<file path="config.mk">
export PLATFORM = sky130hd
export DESIGN_NAME = qpsk_symbol_error_statistics_unit
export DESIGN_NICKNAME = d
export VERILOG_FILES = /design/src/sv/qses_pkg.sv /design/src/sv/qses_front.sv /design/src/sv/qses_queue.sv /design/src/sv/qses_back.sv /design/src/sv/qpsk_symbol_error_statistics_unit.sv
export SDC_FILE = /design/constraint.sdc
export NUM_CORES = 2
export LEC_CHECK = 0
export BUFFER_PORTS_ARGS = -buffer_cell sky130_fd_sc_hd__clkbuf_2
export CORE_UTILIZATION = 50
export DETAILED_ROUTE_END_ITERATION = 7
export PLACE_DENSITY = 0.77
export SYNTH_ARGS = -nofsm -noshare
export SYNTH_HDL_FRONTEND = slang
export SYNTH_HIERARCHICAL = 1
export SYNTH_SLANG_ARGS = --single-unit
</file>
<file path="constraint.sdc">
create_clock -name aclk -period 6.2 [get_ports aclk]
set_clock_uncertainty 0.2 [all_clocks]
set_input_delay 1.24 -clock aclk [delete_from_list [all_inputs] [get_ports aclk]]
set_output_delay 1.24 -clock aclk [all_outputs]
set_load 0.01 [all_outputs]
</file>
<file path="src/sv/qses_pkg.sv">
// ----------------------------------------------------------------------------
// qses_pkg
// Shared types, codes and sizes of the QPSK symbol error statistics unit.
// ----------------------------------------------------------------------------
package qses_pkg;

    // Field sizes
    localparam int SAMPLE_WIDTH    = 16;
    localparam int READ_WIDTH      = 48;
    localparam int CNT_WIDTH_DEF   = 48;
    localparam int FUNC_WIDTH      = 2;
    localparam int LABEL_WIDTH     = 2;
    localparam int DEC_WIDTH       = 3;
    localparam int INDEX_WIDTH     = 5;

    // Operation codes
    localparam logic [FUNC_WIDTH-1:0] FUNC_ACCUM = 2'd0;
    localparam logic [FUNC_WIDTH-1:0] FUNC_READ  = 2'd1;
    localparam logic [FUNC_WIDTH-1:0] FUNC_CLEAR = 2'd2;

    // Decision codes
    localparam logic [DEC_WIDTH-1:0] DEC_SYM0   = 3'd0;
    localparam logic [DEC_WIDTH-1:0] DEC_SYM1   = 3'd1;
    localparam logic [DEC_WIDTH-1:0] DEC_SYM2   = 3'd2;
    localparam logic [DEC_WIDTH-1:0] DEC_SYM3   = 3'd3;
    localparam logic [DEC_WIDTH-1:0] DEC_ABSENT = 3'd4;

    // Counter map
    localparam int CELLS        = 20;
    localparam int CELL_IDX_W   = $clog2(CELLS);
    localparam logic [INDEX_WIDTH-1:0] IDX_TOTAL    = 5'd20;
    localparam logic [INDEX_WIDTH-1:0] IDX_OBSERVED = 5'd21;
    localparam logic [INDEX_WIDTH-1:0] IDX_SYM_ERR  = 5'd22;
    localparam logic [INDEX_WIDTH-1:0] IDX_BIT_ERR  = 5'd23;

    // Queue between front and back
    localparam int QUEUE_DEPTH  = 2;

    typedef struct packed {
        logic [FUNC_WIDTH-1:0]          func;
        logic [LABEL_WIDTH-1:0]         sent_label;
        logic signed [SAMPLE_WIDTH-1:0] in_phase;
        logic signed [SAMPLE_WIDTH-1:0] quadrature;
        logic                           present;
        logic [INDEX_WIDTH-1:0]         read_index;
    } sample_in_t;

    typedef struct packed {
        logic [DEC_WIDTH-1:0]  decision;
        logic                  symbol_error;
        logic [1:0]            bit_error_count;
        logic [READ_WIDTH-1:0] read_value;
    } result_t;

    // Classified operation handed from front to back
    typedef struct packed {
        logic [FUNC_WIDTH-1:0]  func;
        logic [INDEX_WIDTH-1:0] addr;
        logic                   present;
        logic [DEC_WIDTH-1:0]   decision;
        logic                   symbol_error;
        logic [1:0]             bit_error_count;
    } queue_entry_t;

    typedef struct packed {
        logic full;
        logic empty;
    } queue_status_t;

endpackage

</file>
<file path="src/sv/qses_front.sv">
// ----------------------------------------------------------------------------
// qses_front
// Accepts input items, makes the hard decision and Gray bit error count,
// and pushes one classified operation into the queue.
// ----------------------------------------------------------------------------
module qses_front (
    input  logic                  s_valid,
    output logic                  s_ready,
    input  qses_pkg::sample_in_t  s_data,
    input  qses_pkg::queue_status_t q_status,
    output logic                  push,
    output qses_pkg::queue_entry_t push_entry
);
    import qses_pkg::*;

    logic signed [SAMPLE_WIDTH:0] x_ext;
    logic signed [SAMPLE_WIDTH:0] p_ext;
    logic [SAMPLE_WIDTH:0]        x_mag;
    logic [SAMPLE_WIDTH:0]        p_mag;
    logic [DEC_WIDTH-1:0]         hard_dec;
    logic [DEC_WIDTH-1:0]         dec;
    logic [LABEL_WIDTH-1:0]       gray_diff;
    logic [CELL_IDX_W-1:0]        cell_idx;

    // Take an item whenever the queue has room
    assign s_ready = !q_status.full;
    assign push    = s_valid && s_ready;

    // Magnitudes with one extra bit so the most negative value fits
    assign x_ext = {s_data.in_phase[SAMPLE_WIDTH-1], s_data.in_phase};
    assign p_ext = {s_data.quadrature[SAMPLE_WIDTH-1], s_data.quadrature};
    assign x_mag = x_ext[SAMPLE_WIDTH] ? $unsigned(-x_ext) : $unsigned(x_ext);
    assign p_mag = p_ext[SAMPLE_WIDTH] ? $unsigned(-p_ext) : $unsigned(p_ext);

    // Larger magnitude picks the axis, its sign picks the symbol
    always_comb begin
        if (x_mag >= p_mag) begin
            hard_dec = x_ext[SAMPLE_WIDTH] ? DEC_SYM2 : DEC_SYM0;
        end else begin
            hard_dec = p_ext[SAMPLE_WIDTH] ? DEC_SYM3 : DEC_SYM1;
        end
    end

    assign dec       = s_data.present ? hard_dec : DEC_ABSENT;
    assign gray_diff = (s_data.sent_label ^ (s_data.sent_label >> 1))
                     ^ (hard_dec[LABEL_WIDTH-1:0] ^ (hard_dec[LABEL_WIDTH-1:0] >> 1));
    // label * 5 + decision
    assign cell_idx  = CELL_IDX_W'({s_data.sent_label, 2'b00})
                     + CELL_IDX_W'(s_data.sent_label) + CELL_IDX_W'(dec);

    // Build the queue entry; non-accumulate items carry zero sample fields
    always_comb begin
        push_entry                 = '0;
        push_entry.func            = s_data.func;
        push_entry.addr            = s_data.read_index;
        if (s_data.func == FUNC_ACCUM) begin
            push_entry.addr         = INDEX_WIDTH'(cell_idx);
            push_entry.present      = s_data.present;
            push_entry.decision     = dec;
            if (s_data.present) begin
                push_entry.symbol_error    =
                    (hard_dec != {1'b0, s_data.sent_label});
                push_entry.bit_error_count =
                    {1'b0, gray_diff[0]} + {1'b0, gray_diff[1]};
            end
        end
    end

endmodule

</file>
<file path="src/sv/qses_queue.sv">
// ----------------------------------------------------------------------------
// qses_queue
// Short FIFO of classified operations between the front and the back.
// ----------------------------------------------------------------------------
module qses_queue (
    input  logic                    aclk,
    input  logic                    aresetn,
    input  logic                    push,
    input  qses_pkg::queue_entry_t  push_entry,
    input  logic                    pop,
    output qses_pkg::queue_entry_t  pop_entry,
    output qses_pkg::queue_status_t status
);
    import qses_pkg::*;

    localparam int PTR_W = $clog2(QUEUE_DEPTH);
    localparam int CNT_W = $clog2(QUEUE_DEPTH + 1);

    queue_entry_t     slot_reg [QUEUE_DEPTH];
    logic [PTR_W-1:0] wr_ptr_reg;
    logic [PTR_W-1:0] wr_ptr_next;
    logic [PTR_W-1:0] rd_ptr_reg;
    logic [PTR_W-1:0] rd_ptr_next;
    logic [CNT_W-1:0] count_reg;
    logic [CNT_W-1:0] count_next;

    assign status.full  = (count_reg == CNT_W'(QUEUE_DEPTH));
    assign status.empty = (count_reg == '0);
    assign pop_entry    = slot_reg[rd_ptr_reg];

    // Advance pointers, wrap at the depth
    always_comb begin
        wr_ptr_next = wr_ptr_reg;
        rd_ptr_next = rd_ptr_reg;
        count_next  = count_reg;
        if (push) begin
            wr_ptr_next = (wr_ptr_reg == PTR_W'(QUEUE_DEPTH - 1)) ? '0 : wr_ptr_reg + 1'b1;
        end
        if (pop) begin
            rd_ptr_next = (rd_ptr_reg == PTR_W'(QUEUE_DEPTH - 1)) ? '0 : rd_ptr_reg + 1'b1;
        end
        if (push && !pop) begin
            count_next = count_reg + 1'b1;
        end else if (pop && !push) begin
            count_next = count_reg - 1'b1;
        end
    end

    always_ff @(posedge aclk) begin
        if (!aresetn) begin
            wr_ptr_reg <= '0;
            rd_ptr_reg <= '0;
            count_reg  <= '0;
        end else begin
            wr_ptr_reg <= wr_ptr_next;
            rd_ptr_reg <= rd_ptr_next;
            count_reg  <= count_next;
        end
    end

    // Store entries
    always_ff @(posedge aclk) begin
        if (push) begin
            slot_reg[wr_ptr_reg] <= push_entry;
        end
    end

endmodule

</file>
<file path="src/sv/qses_back.sv">
// ----------------------------------------------------------------------------
// qses_back
// Carries out queued operations on the counters and holds the result
// in an output register.
// ----------------------------------------------------------------------------
module qses_back #(
    parameter int COUNT_WIDTH = qses_pkg::CNT_WIDTH_DEF
) (
    input  logic                    aclk,
    input  logic                    aresetn,
    input  qses_pkg::queue_status_t q_status,
    input  qses_pkg::queue_entry_t  pop_entry,
    output logic                    pop,
    output logic                    m_valid,
    input  logic                    m_ready,
    output qses_pkg::result_t       m_data
);
    import qses_pkg::*;

    logic [COUNT_WIDTH-1:0] cell_cnt_reg [CELLS];
    logic [CELLS-1:0]       cell_vld_reg;
    logic [CELLS-1:0]       cell_vld_next;
    logic [COUNT_WIDTH-1:0] total_reg;
    logic [COUNT_WIDTH-1:0] total_next;
    logic [COUNT_WIDTH-1:0] observed_reg;
    logic [COUNT_WIDTH-1:0] observed_next;
    logic [COUNT_WIDTH-1:0] sym_err_reg;
    logic [COUNT_WIDTH-1:0] sym_err_next;
    logic [COUNT_WIDTH-1:0] bit_err_reg;
    logic [COUNT_WIDTH-1:0] bit_err_next;
    logic                   m_valid_reg;
    logic                   m_valid_next;
    result_t                m_data_reg;
    result_t                m_data_next;

    logic                   is_cell;
    logic [CELL_IDX_W-1:0]  cell_idx;
    logic [COUNT_WIDTH-1:0] cell_cur;
    logic [COUNT_WIDTH-1:0] cell_inc;
    logic                   cell_wr;
    logic [COUNT_WIDTH-1:0] sel_cnt;
    logic [READ_WIDTH-1:0]  sel_read;

    function automatic logic [COUNT_WIDTH-1:0] sat_add(
        input logic [COUNT_WIDTH-1:0] c,
        input logic [1:0]             n
    );
        logic [COUNT_WIDTH:0] s;
        s = {1'b0, c} + {{(COUNT_WIDTH - 1){1'b0}}, n};
        return s[COUNT_WIDTH] ? {COUNT_WIDTH{1'b1}} : s[COUNT_WIDTH-1:0];
    endfunction

    // Run one operation per cycle while the output register can take it
    assign pop     = !q_status.empty && (!m_valid_reg || m_ready);
    assign m_valid = m_valid_reg;
    assign m_data  = m_data_reg;

    // Single cell read port, shared by accumulate and read
    assign is_cell  = (pop_entry.addr < INDEX_WIDTH'(CELLS));
    assign cell_idx = pop_entry.addr[CELL_IDX_W-1:0];
    assign cell_cur = (is_cell && cell_vld_reg[cell_idx]) ? cell_cnt_reg[cell_idx] : '0;
    assign cell_inc = sat_add(cell_cur, 2'd1);
    assign cell_wr  = pop && (pop_entry.func == FUNC_ACCUM) && is_cell;

    // Select the counter for a read
    always_comb begin
        sel_cnt = '0;
        if (is_cell) begin
            sel_cnt = cell_cur;
        end else begin
            case (pop_entry.addr)
                IDX_TOTAL:    sel_cnt = total_reg;
                IDX_OBSERVED: sel_cnt = observed_reg;
                IDX_SYM_ERR:  sel_cnt = sym_err_reg;
                IDX_BIT_ERR:  sel_cnt = bit_err_reg;
                default:      sel_cnt = '0;
            endcase
        end
    end

    // Fit the counter to the read port width
    generate
        if (COUNT_WIDTH >= READ_WIDTH) begin : g_trunc
            assign sel_read = sel_cnt[READ_WIDTH-1:0];
        end else begin : g_ext
            assign sel_read = {{(READ_WIDTH - COUNT_WIDTH){1'b0}}, sel_cnt};
        end
    endgenerate

    // Update counters and build the result
    always_comb begin
        cell_vld_next = cell_vld_reg;
        total_next    = total_reg;
        observed_next = observed_reg;
        sym_err_next  = sym_err_reg;
        bit_err_next  = bit_err_reg;
        m_valid_next  = m_valid_reg;
        m_data_next   = m_data_reg;
        if (m_valid_reg && m_ready) begin
            m_valid_next = 1'b0;
        end
        if (pop) begin
            m_valid_next = 1'b1;
            m_data_next  = '0;
            case (pop_entry.func)
                FUNC_ACCUM: begin
                    m_data_next.decision        = pop_entry.decision;
                    m_data_next.symbol_error    = pop_entry.symbol_error;
                    m_data_next.bit_error_count = pop_entry.bit_error_count;
                    if (cell_wr) begin
                        cell_vld_next[cell_idx] = 1'b1;
                    end
                    total_next    = sat_add(total_reg, 2'd1);
                    observed_next = sat_add(observed_reg, {1'b0, pop_entry.present});
                    sym_err_next  = sat_add(sym_err_reg, {1'b0, pop_entry.symbol_error});
                    bit_err_next  = sat_add(bit_err_reg, pop_entry.bit_error_count);
                end
                FUNC_READ: begin
                    m_data_next.read_value = sel_read;
                end
                FUNC_CLEAR: begin
                    cell_vld_next = '0;
                    total_next    = '0;
                    observed_next = '0;
                    sym_err_next  = '0;
                    bit_err_next  = '0;
                end
                default: begin
                    m_data_next = '0;
                end
            endcase
        end
    end

    always_ff @(posedge aclk) begin
        if (!aresetn) begin
            cell_vld_reg <= '0;
            total_reg    <= '0;
            observed_reg <= '0;
            sym_err_reg  <= '0;
            bit_err_reg  <= '0;
            m_valid_reg  <= 1'b0;
        end else begin
            cell_vld_reg <= cell_vld_next;
            total_reg    <= total_next;
            observed_reg <= observed_next;
            sym_err_reg  <= sym_err_next;
            bit_err_reg  <= bit_err_next;
            m_valid_reg  <= m_valid_next;
        end
    end

    // Hold payload registers
    always_ff @(posedge aclk) begin
        m_data_reg <= m_data_next;
        if (cell_wr) begin
            cell_cnt_reg[cell_idx] <= cell_inc;
        end
    end

endmodule

</file>
<file path="src/sv/qpsk_symbol_error_statistics_unit.sv">
// ----------------------------------------------------------------------------
// qpsk_symbol_error_statistics_unit
// QPSK hard decision with confusion matrix and saturating error counters.
// ----------------------------------------------------------------------------
// Path: an accepted item is written into the queue, then its result is
// registered in the back stage output register.
// Throughput: one item per cycle while the result output is not stalled,
// set by the read-modify-write of the counters in the back stage.
// Reset: all counters read zero, the queue is empty, no result is pending.
// ----------------------------------------------------------------------------
module qpsk_symbol_error_statistics_unit #(
    parameter int COUNT_WIDTH = qses_pkg::CNT_WIDTH_DEF
) (
    input  logic                 aclk,
    input  logic                 aresetn,
    input  logic                 s_valid,
    output logic                 s_ready,
    input  qses_pkg::sample_in_t s_data,
    output logic                 m_valid,
    input  logic                 m_ready,
    output qses_pkg::result_t    m_data
);
    import qses_pkg::*;

    queue_status_t q_status;
    queue_entry_t  push_entry;
    queue_entry_t  pop_entry;
    logic          push;
    logic          pop;

    // Classify incoming items
    qses_front u_front (
        .s_valid    (s_valid),
        .s_ready    (s_ready),
        .s_data     (s_data),
        .q_status   (q_status),
        .push       (push),
        .push_entry (push_entry)
    );

    // Decouple front and back
    qses_queue u_queue (
        .aclk       (aclk),
        .aresetn    (aresetn),
        .push       (push),
        .push_entry (push_entry),
        .pop        (pop),
        .pop_entry  (pop_entry),
        .status     (q_status)
    );

    // Update counters and drive results
    qses_back #(
        .COUNT_WIDTH (COUNT_WIDTH)
    ) u_back (
        .aclk      (aclk),
        .aresetn   (aresetn),
        .q_status  (q_status),
        .pop_entry (pop_entry),
        .pop       (pop),
        .m_valid   (m_valid),
        .m_ready   (m_ready),
        .m_data    (m_data)
    );

endmodule

</file>
==> out/metrics.yaml <==
synthesis:
  netlist_area_um2: 56300
  synth_edf_count: 1042
  async_reset_ff_share_pct: 0
  yosysWarningCount: 6
  synth_top_area_share_pct: 55.5
  synth_top_area_cell: "edfxtp_1"
  synthFlopType: "edfxtp_1"
  synth-seq-cells: 1260
  synthTopCellsByArea: "edfxtp_1 (56%), dfxtp_1 (7.7%), mux4_2 (5.4%)"
  synthCells: 3927
  synth_common_cells: "edfxtp_1 (1042), nor2_1 (248), nand2_1 (238), a21oi_1 (224), dfxtp_1 (218)"
  synth-seq-area-share_pct: 63.3
  synth_nets: 4007
  synth_area_per_cell_um2: 14.3
  synth_most_common_cell: "edfxtp_1"
  synth_cell_types: 109
routing:
  ant_nets: 0
  drt_iter0_markers: 4919
  drc: 0
  drtPass1Iterations: 6
  routedWlPerCell_um: 27.7
  wirelength_um: 156000
  vias: 37400
  viasPerCell: 6.64
global_route:
  grt_overflow: 0
  grt_pass1_vias: 35700
  antenna_found_initial: 5
  grt_first_pass_wirelength_um: 230000
  grtUsageTotal_pct: 27.2
  grt_max_degree: 167
setup_path:
  cpMostUsedCell: "buf_4"
  path_depth: 16
  crit_type: "reg2reg"
  critPathMaxFanout: 30
  r2r_cells: 16
  path_delay_family: "simple AND/OR/NAND/NOR gates"
  worstPathCellList: "mux2_8, mux4_2, mux2_2, and2_1, nor2_1, nor3_1, ha_1, nand3_1, a32o_1, nor4_4, buf_4, and3_1, and2_2, nand4_2, buf_4, nand2_1"
  worst-path-buf-inv: 2
  critPathRequiredTime_ps: 6310
  critPathCapture: "u_back/cell_cnt_reg[0][26]"
  cp-start-kind: "flip-flop"
  crit_path_end_kind: "flip-flop"
  worstReg2RegEnd: "u_back/cell_cnt_reg[0][26]"
  cp_slowest_stage_delay_ps: 630
  crit_slowest_cell: "dfxtp_1"
  crit_arrival_ps: 6070
  r2r_setup_slack_ps: 240
power:
  pwr-share-comb_pct: 24.2
  p_clk_share_pct: 33.4
  total_power_mw: 23.3
  seqPwrFrac_pct: 42.4
  swShare_pct: 30.7
  power_leakage_nw: 21.5
  ir_drop_uv: 234
  powerDensity_nw_per_um2: 371
  internal-power_mw: 16.2
  power.switching_mw: 7.16
sta:
  holdWs_ps: 271
  setup_viol: 0
  clock.fmax_mhz: 168
  tightest_slew_ps: 1240
  layout_setup_ws_ps: 238
  rsz0062_at_grt: "no"
  maxSlewHeadroom_pct: 16.5
  fin_crit_ps: 5960
  finalHoldViolCount: 0
  slew_viol_final: 0
  finalCritPeriodShare_pct: 96.2
  fin_tns_setup_ps: 0
cts:
  cts.sinks: 1260
  clockRootBuffer: "clkbuf_16"
  cts.path.max_buffers: 3
  cts_tree: "built"
  cts.reportedPaths.clkPinSlew_ps: 60
  postCtsSetupRepairBufs: 0
  htree_levels: 4
  cts_hold_buf: 0
  cts_resized: 0
  cts-buffers-inserted: 131
  clock_latency_ps: 760
floorplan:
  ios: 102
  die_h_um: 338
  die-area_um2: 114000
  coreArea_um2: 111000
  rows: 122
  initial_core_util_pct: 50.7
  die_w_um: 338
min_path:
  min_path_type: "reg2reg"
run:
  drv_cap: 0
final_layout:
  drive_gt1_share_pct: 20.2
  syn_to_final_growth_pct: 11.6
  fin_area_um2: 62900
  nets: 4125
  largest_reg_flops: 960
placement:
  place_area_um2: 58600
  place.gp.congestion: 0.997
  pre_cts_slack_ps: 355
  hpwl_um: 95100
  port_buffers: 101
outcome:
  status: "finished clean"
## power groups by stage
stage,logic [mW],registers [mW],clock network [mW]
after floorplan,3.78,10.1,0
after global placement,5.41,10.1,0
after detailed placement,5.50,10.1,0
after CTS,5.53,9.90,7.85
after global routing,5.91,9.92,8.16
final,5.63,9.89,7.79
## per-layer routing
| metal | vias up | track usage [%] | part of all wire, % |
|---|---|---|---|
| li1 | 15900 | - | - |
| met1 | 18600 | 36.0 | 37 |
| met2 | 2465 | 44.0 | 48 |
| met3 | 392 | 5.60 | 12 |
| met4 | 4 | 11.0 | 4.0 |
| met5 | - | 0 | 0.010 |
## layout by cell type, fill, tap and decap left out, drive strengths merged, types with 73 or more instances in the layout
cell type / n
edfxtp: 1042
clkbuf: 259
nor2: 248
nand2: 240
a21oi: 224
dfxtp: 218
mux4: 186
mux2i: 170
buf: 152
nand3: 129
a31oi: 117
a22oi: 114
o221a: 112
o21ai: 102
and3: 73
## worst min path at each step
stage / end / cells past startpoint / startpoint / slack, ps
floorplan: u_back/cell_vld_reg[17] / 2 / u_back/cell_vld_reg[17] / 230
global placement: u_back/cell_vld_reg[9] / 2 / u_back/cell_vld_reg[9] / 240
finish: u_back/cell_vld_reg[19] / 2 / u_back/cell_vld_reg[19] / 270
detailed placement: u_back/cell_vld_reg[11] / 2 / u_back/cell_vld_reg[11] / 260
global route: u_back/cell_vld_reg[12] / 2 / u_back/cell_vld_reg[12] / 290
CTS: u_back/cell_vld_reg[11] / 2 / u_back/cell_vld_reg[11] / 270
## layout make-up
| class | instances | area, um2 |
|---|---|---|
| Clock inverter | 73 | 767 |
| Multi-Input combinational cell | 2361 | 19100 |
| Sequential cell | 1260 | 35700 |
| Clock buffer | 159 | 3500 |
| Inverter | 39 | 146 |
| Fill cell | 8516 | 48300 |
| Timing Repair Buffer | 252 | 1870 |
| Antenna cell | 1 | 2.50 |
| Tap cell | 1488 | 1860 |
## worst reg2reg max path, cell delays in order (launching register included)
cell and delay (ps):
dfxtp_1 630, mux2_8 570, mux4_2 500, mux2_2 310
and2_1 210, nor2_1 470, nor3_1 170, ha_1 270
nand3_1 100, a32o_1 300, nor4_4 70, buf_4 190
and3_1 200, and2_2 220, nand4_2 100, buf_4 430
nand2_1 560
## metrics by stage
step | utilization [%] | std cells
after floorplan | - | 3927
after global placement | 52.7 | 5400
after detailed placement | 52.7 | 5400
after CTS | 56.6 | 5632
after global routing | 56.6 | 5632
final | 56.6 | 5633
## kinds of logic after synthesis
group,count (synthesis),share of synthesized area [%]
mux,393,11.5
buf+inv,306,3.35
compound gates,845,10.7
xor+xnor,67,1.04
other cells,2,0.0133
simple gates,1020,9.26
flops,1260,63.3
fa+ha+maj,34,0.782
Note: power is estimated with default switching activity, not from simulation.
